$ cat src/rtl/pmlf_pkg.sv
// ----------------------------------------------------------------------------
// pmlf_pkg
// Shared types and constants of the page map with LRU / FIFO replacement:
// field widths, register indexes, reset values, and the command and status
// words between controller and datapath.
// ----------------------------------------------------------------------------
package pmlf_pkg;

	// field widths
	localparam int VA_W = 32;
	localparam int PS_W = 17;
	localparam int FC_W = 7;
	localparam int PA_W = 32;

	// register indexes (address bits [3:2])
	localparam logic [1:0] REG_PAGE_SIZE      = 2'd0;
	localparam logic [1:0] REG_FRAME_COUNT    = 2'd1;
	localparam logic [1:0] REG_REPLACE_POLICY = 2'd2;

	// register reset values
	localparam logic [PS_W-1:0] PAGE_SIZE_RST   = 17'd4096;
	localparam logic [FC_W-1:0] FRAME_COUNT_RST = 7'd64;
	localparam logic            POLICY_RST      = 1'b0;

	// replacement policies
	localparam logic POLICY_LRU  = 1'b0;
	localparam logic POLICY_FIFO = 1'b1;

	// controller to datapath
	typedef struct packed {
		logic load;        // latch address, start divide, reset search
		logic search;      // walk the table one entry a cycle
		logic mul;         // frame times page size
		logic emit;        // register the result word
		logic install;     // write new page at the free slot
		logic ev_read;     // read the oldest entry
		logic ev_cap;      // capture the oldest entry's frame
		logic shift_init;  // set up the move toward the newest slot
		logic shift;       // move entries down one slot
		logic final_wr;    // write the page at the newest slot
	} pmlf_cmd_t;

	// datapath to controller
	typedef struct packed {
		logic div_done;
		logic srch_hit;
		logic srch_miss;
		logic has_free;
		logic shift_done;
	} pmlf_st_t;

endpackage

$ cat src/rtl/pmlf_div.sv
// ----------------------------------------------------------------------------
// pmlf_div
// Restoring divider, one quotient bit per cycle. Splits the virtual address
// into page number (quotient) and offset (remainder).
// ----------------------------------------------------------------------------
module pmlf_div import pmlf_pkg::*; (
	input  logic            clk,
	input  logic            arst_n,
	input  logic            start,
	input  logic [VA_W-1:0] dividend,
	input  logic [PS_W-1:0] divisor,
	output logic            done,
	output logic [VA_W-1:0] quot,
	output logic [PS_W-1:0] rem
);

	localparam int StepW = $clog2(VA_W + 1);

	logic [StepW-1:0] step_q;
	logic             run_q;
	logic             done_q;
	logic [VA_W-1:0]  quot_q;
	logic [PS_W-1:0]  rem_q;
	logic [PS_W:0]    shifted;
	logic [PS_W+1:0]  diff;
	logic             neg;

	// trial subtract
	assign shifted = {rem_q, quot_q[VA_W-1]};
	assign diff    = {1'b0, shifted} - {2'b00, divisor};
	assign neg     = diff[PS_W+1];

	// step control
	always_ff @(posedge clk or negedge arst_n) begin
		if (!arst_n) begin
			step_q <= '0;
			run_q  <= 1'b0;
			done_q <= 1'b0;
		end else if (start) begin
			step_q <= StepW'(VA_W);
			run_q  <= 1'b1;
			done_q <= 1'b0;
		end else if (run_q) begin
			step_q <= step_q - StepW'(1);
			if (step_q == StepW'(1)) begin
				run_q  <= 1'b0;
				done_q <= 1'b1;
			end
		end else begin
			done_q <= 1'b0;
		end
	end

	// quotient and remainder
	always_ff @(posedge clk) begin
		if (start) begin
			quot_q <= dividend;
			rem_q  <= '0;
		end else if (run_q) begin
			quot_q <= {quot_q[VA_W-2:0], ~neg};
			rem_q  <= neg ? shifted[PS_W-1:0] : diff[PS_W-1:0];
		end
	end

	assign done = done_q;
	assign quot = quot_q;
	assign rem  = rem_q;

endmodule

$ cat src/rtl/pmlf_dp.sv
// ----------------------------------------------------------------------------
// pmlf_dp
// Datapath: divider, age-ordered table memory of page and frame, search and
// move counters, multiplier and result registers.
// ----------------------------------------------------------------------------
module pmlf_dp import pmlf_pkg::*; #(
	parameter int MAX_FRAMES = 64,
	parameter int ADDR_BITS  = 32
) (
	input  logic            clk,
	input  logic            arst_n,
	input  pmlf_cmd_t       cmd,
	output pmlf_st_t        st,
	input  logic            tbl_clear,
	input  logic [VA_W-1:0] virtual_address,
	input  logic [PS_W-1:0] page_size,
	input  logic [FC_W-1:0] frame_count,
	output logic            hit,
	output logic [PA_W-1:0] physical_address
);

	localparam int FW = (MAX_FRAMES > 1) ? $clog2(MAX_FRAMES) : 1;
	localparam int CW = $clog2(MAX_FRAMES + 1);
	localparam int EW = VA_W + FW;
	localparam int PW = FW + PS_W;
	localparam logic [VA_W-1:0] AddrMask =
		(ADDR_BITS >= VA_W) ? {VA_W{1'b1}} : VA_W'((64'd1 << ADDR_BITS) - 64'd1);

	logic [EW-1:0]   mem [MAX_FRAMES];
	logic [EW-1:0]   rd_q;
	logic [CW-1:0]   vc_q;
	logic [CW-1:0]   rd_idx_q;
	logic            srch_pend_q;
	logic [FW-1:0]   cmp_idx_q;
	logic            found_q;
	logic [FW-1:0]   pos_q;
	logic [FW-1:0]   fr_q;
	logic [CW-1:0]   src_q;
	logic [FW-1:0]   wdst_q;
	logic            sh_pend_q;
	logic [PW-1:0]   prod_q;
	logic            hit_q;
	logic [PA_W-1:0] pa_q;

	logic [PS_W-1:0] ps_eff;
	logic [8:0]      fc9;
	logic [CW-1:0]   cnt_eff;
	logic [CW-1:0]   last;
	logic            div_done;
	logic [VA_W-1:0] vp;
	logic [PS_W-1:0] offs;
	logic [VA_W-1:0] rd_tag;
	logic [FW-1:0]   rd_fr;
	logic            tag_eq;
	logic            srch_issue;
	logic            sh_issue;
	logic            rd_en;
	logic [FW-1:0]   rd_addr;
	logic            wr_en;
	logic [FW-1:0]   wr_addr;
	logic [EW-1:0]   wr_data;
	logic [PW:0]     pa_sum;

	// effective page size and frame count
	assign ps_eff = (page_size == '0) ? PS_W'(1) : page_size;
	assign fc9    = {2'b00, frame_count};
	always_comb begin
		if (fc9 == 9'd0) begin
			cnt_eff = CW'(1);
		end else if (fc9 > 9'(MAX_FRAMES)) begin
			cnt_eff = CW'(MAX_FRAMES);
		end else begin
			cnt_eff = CW'(fc9);
		end
	end
	assign last = vc_q - CW'(1);

	// page number and offset, address taken as the word is accepted
	pmlf_div u_div (
		.clk      (clk),
		.arst_n   (arst_n),
		.start    (cmd.load),
		.dividend (virtual_address & AddrMask),
		.divisor  (ps_eff),
		.done     (div_done),
		.quot     (vp),
		.rem      (offs)
	);

	// table read and write port selection
	assign rd_tag     = rd_q[EW-1:FW];
	assign rd_fr      = rd_q[FW-1:0];
	assign tag_eq     = (rd_tag == vp);
	assign srch_issue = cmd.search && (rd_idx_q < vc_q);
	assign sh_issue   = cmd.shift && (src_q <= last);
	assign rd_en      = srch_issue || cmd.ev_read || sh_issue;

	always_comb begin
		rd_addr = '0;
		if (cmd.search) begin
			rd_addr = rd_idx_q[FW-1:0];
		end else if (cmd.shift) begin
			rd_addr = src_q[FW-1:0];
		end
	end

	always_comb begin
		wr_en   = 1'b0;
		wr_addr = '0;
		wr_data = rd_q;
		if (cmd.shift && sh_pend_q) begin
			wr_en   = 1'b1;
			wr_addr = wdst_q;
			wr_data = rd_q;
		end else if (cmd.install) begin
			wr_en   = 1'b1;
			wr_addr = vc_q[FW-1:0];
			wr_data = {vp, vc_q[FW-1:0]};
		end else if (cmd.final_wr) begin
			wr_en   = 1'b1;
			wr_addr = last[FW-1:0];
			wr_data = {vp, fr_q};
		end
	end

	// table memory
	always_ff @(posedge clk) begin
		if (wr_en) begin
			mem[wr_addr] <= wr_data;
		end
		if (rd_en) begin
			rd_q <= mem[rd_addr];
		end
	end

	// valid entry count
	always_ff @(posedge clk or negedge arst_n) begin
		if (!arst_n) begin
			vc_q <= '0;
		end else if (tbl_clear) begin
			vc_q <= '0;
		end else if (cmd.install) begin
			vc_q <= vc_q + CW'(1);
		end
	end

	// search and move control
	always_ff @(posedge clk or negedge arst_n) begin
		if (!arst_n) begin
			rd_idx_q    <= '0;
			srch_pend_q <= 1'b0;
			found_q     <= 1'b0;
			src_q       <= '0;
			sh_pend_q   <= 1'b0;
		end else begin
			if (cmd.load) begin
				rd_idx_q    <= '0;
				srch_pend_q <= 1'b0;
				found_q     <= 1'b0;
			end else if (cmd.search) begin
				srch_pend_q <= srch_issue;
				if (srch_issue) begin
					rd_idx_q <= rd_idx_q + CW'(1);
				end
				if (srch_pend_q && tag_eq) begin
					found_q <= 1'b1;
				end
			end
			if (cmd.shift_init) begin
				src_q     <= CW'(pos_q) + CW'(1);
				sh_pend_q <= 1'b0;
			end else if (cmd.shift) begin
				sh_pend_q <= sh_issue;
				if (sh_issue) begin
					src_q <= src_q + CW'(1);
				end
			end
		end
	end

	// entry position, frame and write target
	always_ff @(posedge clk) begin
		if (cmd.search) begin
			cmp_idx_q <= rd_idx_q[FW-1:0];
			if (srch_pend_q && tag_eq) begin
				pos_q <= cmp_idx_q;
				fr_q  <= rd_fr;
			end
		end
		if (cmd.ev_cap) begin
			pos_q <= '0;
			fr_q  <= rd_fr;
		end
		if (sh_issue) begin
			wdst_q <= src_q[FW-1:0] - FW'(1);
		end
	end

	// frame times page size
	always_ff @(posedge clk) begin
		if (cmd.mul) begin
			prod_q <= PW'(fr_q) * PW'(ps_eff);
		end
	end

	// result word
	assign pa_sum = {1'b0, prod_q} + (PW + 1)'(offs);
	always_ff @(posedge clk) begin
		if (cmd.emit) begin
			hit_q <= found_q;
			pa_q  <= found_q ? PA_W'(pa_sum) : '0;
		end
	end

	assign hit              = hit_q;
	assign physical_address = pa_q;

	// status
	assign st.div_done   = div_done;
	assign st.srch_hit   = cmd.search && srch_pend_q && tag_eq;
	assign st.srch_miss  = cmd.search && !(srch_pend_q && tag_eq) && (rd_idx_q >= vc_q);
	assign st.has_free   = (vc_q < cnt_eff);
	assign st.shift_done = cmd.shift && !sh_pend_q && (src_q > last);

endmodule

$ cat src/rtl/pmlf_ctrl.sv
// ----------------------------------------------------------------------------
// pmlf_ctrl
// Controller: sequences divide, table search, result, and the table update
// (install, evict or move to newest) for one word at a time.
// ----------------------------------------------------------------------------
module pmlf_ctrl import pmlf_pkg::*; (
	input  logic      clk,
	input  logic      arst_n,
	input  logic      start,
	input  logic      replace_policy,
	input  pmlf_st_t  st,
	output pmlf_cmd_t cmd,
	output logic      busy,
	output logic      done
);

	typedef enum logic [3:0] {
		S_IDLE,
		S_DIV,
		S_SEARCH,
		S_MUL,
		S_EMIT_HIT,
		S_MISS,
		S_INSTALL,
		S_EV_READ,
		S_EV_CAP,
		S_SH_INIT,
		S_SHIFT,
		S_FINAL
	} state_t;

	state_t state_q;
	logic   done_q;

	// state and result strobe
	always_ff @(posedge clk or negedge arst_n) begin
		if (!arst_n) begin
			state_q <= S_IDLE;
			done_q  <= 1'b0;
		end else begin
			done_q <= 1'b0;
			case (state_q)
				S_IDLE: begin
					if (start) begin
						state_q <= S_DIV;
					end
				end
				S_DIV: begin
					if (st.div_done) begin
						state_q <= S_SEARCH;
					end
				end
				S_SEARCH: begin
					if (st.srch_hit) begin
						state_q <= S_MUL;
					end else if (st.srch_miss) begin
						state_q <= S_MISS;
					end
				end
				S_MUL: begin
					state_q <= S_EMIT_HIT;
				end
				S_EMIT_HIT: begin
					done_q  <= 1'b1;
					state_q <= (replace_policy == POLICY_LRU) ? S_SH_INIT : S_IDLE;
				end
				S_MISS: begin
					done_q  <= 1'b1;
					state_q <= st.has_free ? S_INSTALL : S_EV_READ;
				end
				S_INSTALL: begin
					state_q <= S_IDLE;
				end
				S_EV_READ: begin
					state_q <= S_EV_CAP;
				end
				S_EV_CAP: begin
					state_q <= S_SH_INIT;
				end
				S_SH_INIT: begin
					state_q <= S_SHIFT;
				end
				S_SHIFT: begin
					if (st.shift_done) begin
						state_q <= S_FINAL;
					end
				end
				S_FINAL: begin
					state_q <= S_IDLE;
				end
				default: begin
					state_q <= S_IDLE;
				end
			endcase
		end
	end

	// datapath commands
	always_comb begin
		cmd            = '0;
		cmd.load       = (state_q == S_IDLE) && start;
		cmd.search     = (state_q == S_SEARCH);
		cmd.mul        = (state_q == S_MUL);
		cmd.emit       = (state_q == S_EMIT_HIT) || (state_q == S_MISS);
		cmd.install    = (state_q == S_INSTALL);
		cmd.ev_read    = (state_q == S_EV_READ);
		cmd.ev_cap     = (state_q == S_EV_CAP);
		cmd.shift_init = (state_q == S_SH_INIT);
		cmd.shift      = (state_q == S_SHIFT);
		cmd.final_wr   = (state_q == S_FINAL);
	end

	assign busy = (state_q != S_IDLE);
	assign done = done_q;

endmodule

$ cat src/rtl/page_map_lru_fifo_replace.sv
// ----------------------------------------------------------------------------
// page_map_lru_fifo_replace
// Fully associative page table with LRU or FIFO replacement: translates a
// virtual word address to frame * page_size + offset, installs on a fault.
// ----------------------------------------------------------------------------
//  channel   handshake                    payload
//  request   start, busy                  virtual_address
//  result    done (one-cycle strobe)      hit, physical_address
//  config    psel, penable, pwrite, ...   pwdata / prdata, paddr [3:2] index
//
//  one word at a time: the bit-serial divider, a search through the valid entries in
//  order, the result, then a move of up to MAX_FRAMES - 1 entries at one per cycle.
//  async reset empties the table; any config write to a known register also
//  empties it. no clearing pass; results cannot be stalled
// ----------------------------------------------------------------------------
module page_map_lru_fifo_replace import pmlf_pkg::*; #(
	parameter int MAX_FRAMES = 64,
	parameter int ADDR_BITS  = 32
) (
	input  logic            clk,
	input  logic            arst_n,
	input  logic            start,
	output logic            busy,
	input  logic [VA_W-1:0] virtual_address,
	output logic            done,
	output logic            hit,
	output logic [PA_W-1:0] physical_address,
	input  logic            psel,
	input  logic            penable,
	input  logic            pwrite,
	input  logic [3:0]      paddr,
	input  logic [31:0]     pwdata,
	output logic [31:0]     prdata,
	output logic            pready
);

	logic [PS_W-1:0] page_size_q;
	logic [FC_W-1:0] frame_count_q;
	logic            policy_q;
	logic            cfg_wr;
	logic            tbl_clear;
	logic [1:0]      reg_idx;
	pmlf_cmd_t       cmd;
	pmlf_st_t        st;

	// config register file
	assign pready  = 1'b1;
	assign reg_idx = paddr[3:2];
	assign cfg_wr  = psel && penable && pwrite && pready;

	always_comb begin
		tbl_clear = 1'b0;
		if (cfg_wr) begin
			case (reg_idx)
				REG_PAGE_SIZE, REG_FRAME_COUNT, REG_REPLACE_POLICY: tbl_clear = 1'b1;
				default: tbl_clear = 1'b0;
			endcase
		end
	end

	always_ff @(posedge clk or negedge arst_n) begin
		if (!arst_n) begin
			page_size_q   <= PAGE_SIZE_RST;
			frame_count_q <= FRAME_COUNT_RST;
			policy_q      <= POLICY_RST;
		end else if (cfg_wr) begin
			case (reg_idx)
				REG_PAGE_SIZE:      page_size_q   <= pwdata[PS_W-1:0];
				REG_FRAME_COUNT:    frame_count_q <= pwdata[FC_W-1:0];
				REG_REPLACE_POLICY: policy_q      <= pwdata[0];
				default: ;
			endcase
		end
	end

	// register read back
	always_comb begin
		case (reg_idx)
			REG_PAGE_SIZE:      prdata = 32'(page_size_q);
			REG_FRAME_COUNT:    prdata = 32'(frame_count_q);
			REG_REPLACE_POLICY: prdata = 32'(policy_q);
			default:            prdata = '0;
		endcase
	end

	// controller
	pmlf_ctrl u_ctrl (
		.clk            (clk),
		.arst_n         (arst_n),
		.start          (start),
		.replace_policy (policy_q),
		.st             (st),
		.cmd            (cmd),
		.busy           (busy),
		.done           (done)
	);

	// datapath
	pmlf_dp #(
		.MAX_FRAMES (MAX_FRAMES),
		.ADDR_BITS  (ADDR_BITS)
	) u_dp (
		.clk              (clk),
		.arst_n           (arst_n),
		.cmd              (cmd),
		.st               (st),
		.tbl_clear        (tbl_clear),
		.virtual_address  (virtual_address),
		.page_size        (page_size_q),
		.frame_count      (frame_count_q),
		.hit              (hit),
		.physical_address (physical_address)
	);

endmodule
$ cat config.mk
export PLATFORM = sky130hd
export DESIGN_NAME = page_map_lru_fifo_replace
export DESIGN_NICKNAME = d
export VERILOG_FILES = /design/src/rtl/pmlf_pkg.sv /design/src/rtl/pmlf_div.sv /design/src/rtl/pmlf_dp.sv /design/src/rtl/pmlf_ctrl.sv /design/src/rtl/page_map_lru_fifo_replace.sv
export SDC_FILE = /design/constraint.sdc
export NUM_CORES = 2
export LEC_CHECK = 0
export BUFFER_PORTS_ARGS = -buffer_cell sky130_fd_sc_hd__buf_2
export CAP_MARGIN = 20
export CORE_MARGIN = 3
export CORE_UTILIZATION = 49
export DETAILED_ROUTE_END_ITERATION = 6
export PLACE_DENSITY = 0.63
export SYNTH_ARGS = -nofsm -noshare
export SYNTH_HDL_FRONTEND = slang
export SYNTH_SLANG_ARGS = --single-unit
$ cat constraint.sdc
create_clock -name clk -period 6.1 [get_ports clk]
set_input_delay 1.22 -clock clk [delete_from_list [all_inputs] [get_ports clk]]
set_output_delay 1.22 -clock clk [all_outputs]
set_load 0.02 [all_outputs]
# == Word-level counts from Yosys, hierarchy flattened ==
# Memory sizes are Yosys's and may differ from the RTL's. A register that Yosys moved wholly into a read port is not among the register bits.
# Cells that the tools add are included.
# op_classes
addsub,9
multipliers,1
order_cmp,6
n_eq_ne,20
muxes,57
n_bitwise,1
n_reduce_logical,43
# ops
cell,n
two-way mux 38 bit,3
two-way mux 7 bit,10
two-way mux 32 bit,2
two-way mux 6 bit,10
case mux 17 bit (3 select lines),1
case mux 4 bit (10 select lines),1
two-way mux 17 bit,2
== test 32 bit,1
adder 23 x 17 -> 24 bit,1
two-way mux 4 bit,6
multiplier 6 x 17 -> 23 bit,1
two-way mux 1 bit,22
"adder 7 x 1 -> 7 bit, second input constant",3
subtractor 18 x 17 -> 19 bit,1
nonzero test 2 bit,9
zero test 17 bit,1
"== test 4 x 3 -> 1 bit, second input constant",4
"== test 4 bit, second input constant",4
AND reduction 2 bit,8
less-than comparator 7 bit,2
logical AND 1 bit,13
"subtractor 6 x 1 -> 6 bit, second input constant",2
zero test 9 bit,1
"== test 4 x 2 -> 1 bit, second input constant",2
other kinds (23),27
# totals
regBits,191
ram_bits,2432
in_bits,74
wordCells,162
memories,1
# mem_list
name,words,width,rd,rd_clocked_by_memory_dff,write_ports,line_no,text
u_dp.mem,64,38,1,1,1,pmlf_dp.sv:29,logic [EW-1:0] mem [MAX_FRAMES];

# == Longest topological paths before layout ==
# logic_depth
ltp_word,8
depth_mapped,21
depth_no_buf,21

# == Modules after synthesis ==
# Synthesis repeated with hierarchy kept, for this count alone.
# hier_totals
hier_cells,6408
hier_area_um2,108507.8
# modules_own_cells
module,n_inst,cells_each,area_each_um2,seq_area_each_um2
pmlf_dp,1,5952,103514.3,76873.7
pmlf_div,1,305,3270.6,1501.4
page_map_lru_fifo_replace,1,102,1341.3,628.1
pmlf_ctrl,1,49,381.6,125.1

# == Worst setup path after synthesis ==
# OpenSTA, ideal clock, no wires.
# synth_path
kind,reg2reg
from,register page_size_q[6]
to,register u_dp.prod_q[22] (data pin)
arrival_time_ps,4421
slack_ps,1416
path_stages_with_launch,20
n_path_buf,0
synth_period_minus_slack_ps,4684
path_cell_list,dfrtp_1 > nor4_1 > nand2_1 > nor4_1 > a41o_1 > nand2_1 > fa_1 > fa_1 > fa_1 > inv_1 > ha_1 > o21ai_0 > nor2_1 > a21oi_1 > a31oi_1 > a41oi_1 > a21oi_1 > or2_2 > a31oi_1 > xor2_1
# synth_via
elab_chain_len,3
# synth_lines
item,line_no,text
"start, declared",page_map_lru_fifo_replace.sv:37,logic [PS_W-1:0] page_size_q;
"start signal, assigned",page_map_lru_fifo_replace.sv:68,REG_PAGE_SIZE: page_size_q <= pwdata[PS_W-1:0];
zero test 17 bit,pmlf_dp.sv:65,assign ps_eff = (page_size == '0) ? PS_W'(1) : page_size;
two-way mux 17 bit (*),pmlf_dp.sv:65,
multiplier 6 x 17 -> 23 bit (*),pmlf_dp.sv:202,prod_q <= PW'(fr_q) * PW'(ps_eff);
"end signal, assigned",pmlf_dp.sv:202,
"end, declared",pmlf_dp.sv:41,logic [PW-1:0] prod_q;
# Mark *: on every way between the ends. The rest lies on a longest branch, timed or not.
# A chain may end at the register's enable or synchronous reset.

# == Worst setup path in the final report ==
# layout_path
from,register page_size_q[6]
to,register u_dp.prod_q[21] (data pin)
# The elaborated chain is that of the path after synthesis.

==> results.cfg <==
[status]
outcome = finished, final reports clean

[logic_synthesis]
syn_area_um2 = 112000
synth_most_common_cell = nand2_1
yosysWarnings = 0
synthTopCellsByCount = 2,641 x nand2_1, 2,568 x edfxtp_1, 1,022 x nand3_1, 409 x a311oi_1, 281 x clkbuf_1
ys_types = 71
synth-main-ff-cell = edfxtp_1
synth-edff-count = 2568
ys_ff_latch = 2653
synth_top_area_share_pct = 68.9
synth_async_sr_flop_share_pct = 2.34
netlist_top_cells_area = edfxtp_1 69%, nand2_1 8.9%, nand3_1 4.6%, a311oi_1 3.2%, dfrtp_1 1.3%
ys_seq_area_share_pct = 70.7
synthCells = 8939
syn_area_per_cell_um2 = 12.5
synth_area_leader_cell = edfxtp_1

[setup_path]
cp-end-kind = flop
crit_fanout = 9
crit_type = reg2reg
r2r-start = page_size_q[6]
r2r_slack_ps = 650
worst_r2r_path_depth = 19
worstSetupStartpointType = flop
crit_arrival_ps = 6100
reg2reg_to = u_dp.prod_q[21]
crit_path_end = u_dp.prod_q[21]
required_ps = 6750
critPathLaunch = page_size_q[6]

[clock_tree]
cts.repair.resized = 0
cts_tree = done
root_buffer = clkbuf_16
numClockSinks = 2653
postCtsSetupBuffers = 0
clock_latency_ps = 940
postCtsHoldBufs = 0
clk_path_buf_depth = 4
htree_levels = 5
clk_pin_slew_ps = 60
cts_buffers = 290

[timing]
tns_ps = 0
rsz0062_at_grt = no
maxSlewHeadroom_pct = 18.9
layout_min_cycle_time_ps = 5450
fmax_ghz = 0.183
tightest_slew_ps = 1210
drv_slew = 0
setup_viol = 0
hold_viol = 0
period_share_pct = 89.4
clock-skew-final_ps = 41.5
fin_hold_ws_ps = 475

[placed_design]
place_inst = 11699
io_buffers = 100
post-dp-hpwl_mm = 168
gp_congestion = 0.881

[layout]
area_delta_synth_final_pct = 12.1
layout.nets = 9250
drive_gt1_share_pct = 9.46
n_fill_cell = 18306
finalNonFillerCells = 12215

[drt]
firstDrtPassIters = 6
vias = 72541
wl_mm = 297
viasPerCell = 5.94
drcViolationCount = 0
routedWlPerCell_um = 24.3
drt_iter0_drc = 8089
ant_nets = 0

[global_routing]
overflow = 0
antenna_found_initial = 4
grt_pass1_wl_mm = 442
track_usage_pct = 24.7
grt_max_degree = 167
grt_pass1_vias = 69578

[floorplanning]
die_area_um2 = 234000
die_x_um = 484
fp.coreArea_um2 = 226000
die_y_um = 484
ios = 142
start_util_pct = 49.6
core.rowCount = 174

[pwr]
p_leak_nw = 44.4
vdd_ir_drop_max_mv = 0.394
power.density_nw_per_um2 = 492

[worst_hold_path]
hold_path_class = in2async

[job]
drv_cap = 0
-- how the worst min path moves through the flow --
stage	start	to	slack (ps)	cells past startpoint
floorplan	u_dp.rd_q[0]	u_dp.fr_q[0]	430	0
global placement	u_dp.cmp_idx_q[3]	u_dp.pos_q[3]	460	2
detailed placement	u_dp.cmp_idx_q[1]	u_dp.pos_q[1]	470	2
CTS	arst_n	u_dp.u_div.step_q[5]	450	2
global route	arst_n	u_dp.u_div.step_q[3]	510	2
finish	arst_n	u_dp.u_div.step_q[3]	470	2
-- final cells by class --
| class | instances | area [um2] | area share (%) |
|---|---|---|---|
| multi-input cells | 5569 | 30100 | 24.0 |
| well taps | 2992 | 3740 | 2.98 |
| clock buffers | 371 | 7700 | 6.13 |
| clock inverters | 120 | 905 | 0.721 |
| diodes | 3 | 7.51 | 0.00598 |
| flip-flops and latches | 2653 | 79100 | 63.0 |
| repair buffers | 371 | 3440 | 2.74 |
| inverters | 136 | 510 | 0.407 |
-- state kept, by name, summed over array words and instances, names as in the netlist, 4 cells and up --
name,flops
frame_count_q,7
page_size_q,17
u_ctrl.state_q,4
u_dp.cmp_idx_q,6
u_dp.fr_q,6
u_dp.mem,2432
u_dp.physical_address,24
u_dp.pos_q,6
u_dp.prod_q,23
u_dp.rd_idx_q,7
u_dp.rd_q,38
u_dp.src_q,7
u_dp.u_div.quot,32
u_dp.u_div.rem,17
u_dp.u_div.step_q,6
u_dp.vc_q,7
u_dp.wdst_q,6
-- stage by stage --
stage	setup WS [ps]	area (um2)	util (%)	total power [mW]
after global routing	326	126000	55.5	64.9
after detailed placement	734	116000	51.5	45.4
after CTS	684	125000	55.3	61.6
final	645	126000	55.5	61.8
after global placement	607	116000	51.5	45.0
after floorplan	1420	112000	-	38.3
-- critical path, stage by stage (launching register included) --
cell	delay, ps
dfrtp_1	480
nor4_1	320
nand2_1	90
nor4_1	190
a41o_1	370
nand2_1	110
fa_1	540
fa_1	430
fa_1	490
inv_1	40
ha_1	330
a21o_1	180
a21oi_1	220
o21bai_1	110
o21ai_0	400
a311oi_1	240
nor3b_1	290
o21bai_1	90
a21oi_1	170
xnor2_1	80
-- kinds of logic (layout without fill, tap and decap cells) --
family          Yosys count  count (layout)  share of synthesized area, %
simple gates           4338            4338                          16.7
flops                  2653            2653                          70.7
xor+xnor                106             106                         0.829
compound gates          864             864                          5.71
buf+inv                 739             998                          3.11
mux                      82              82                         0.782
other cells               2              27                       0.00671
fa+ha+maj               155             155                          2.15
-- where the power goes --
group / switching (mW) / total, mW / internal (mW)
Combinational: 14.1 / 20.7 / 6.62
Clock: 6.79 / 16.2 / 9.42
Sequential: 0.931 / 24.8 / 23.9
Total: 21.8 / 61.8 / 39.9
-- metal layers --
layer	wire length [um]	vias to the layer above	global-route usage (%)
met4	7110	2	6.86
met5	13	-	0
met3	26100	471	4.49
met1	126000	36271	35.4
li1	-	32713	-
met2	138000	3084	39.0
-- cells in the final DEF, fill, tap and decap left out, types with 100 or more instances in the layout --
master / instances
clkbuf_16: 296
buf_2: 100
nor3_1: 110
a311oi_1: 409
nand2_1: 2634
nand3_1: 1020
a21oi_1: 152
edfxtp_1: 2568
and3_1: 224
buf_4: 198
inv_1: 135
No activity file was read; power rests on OpenSTA's default activity.
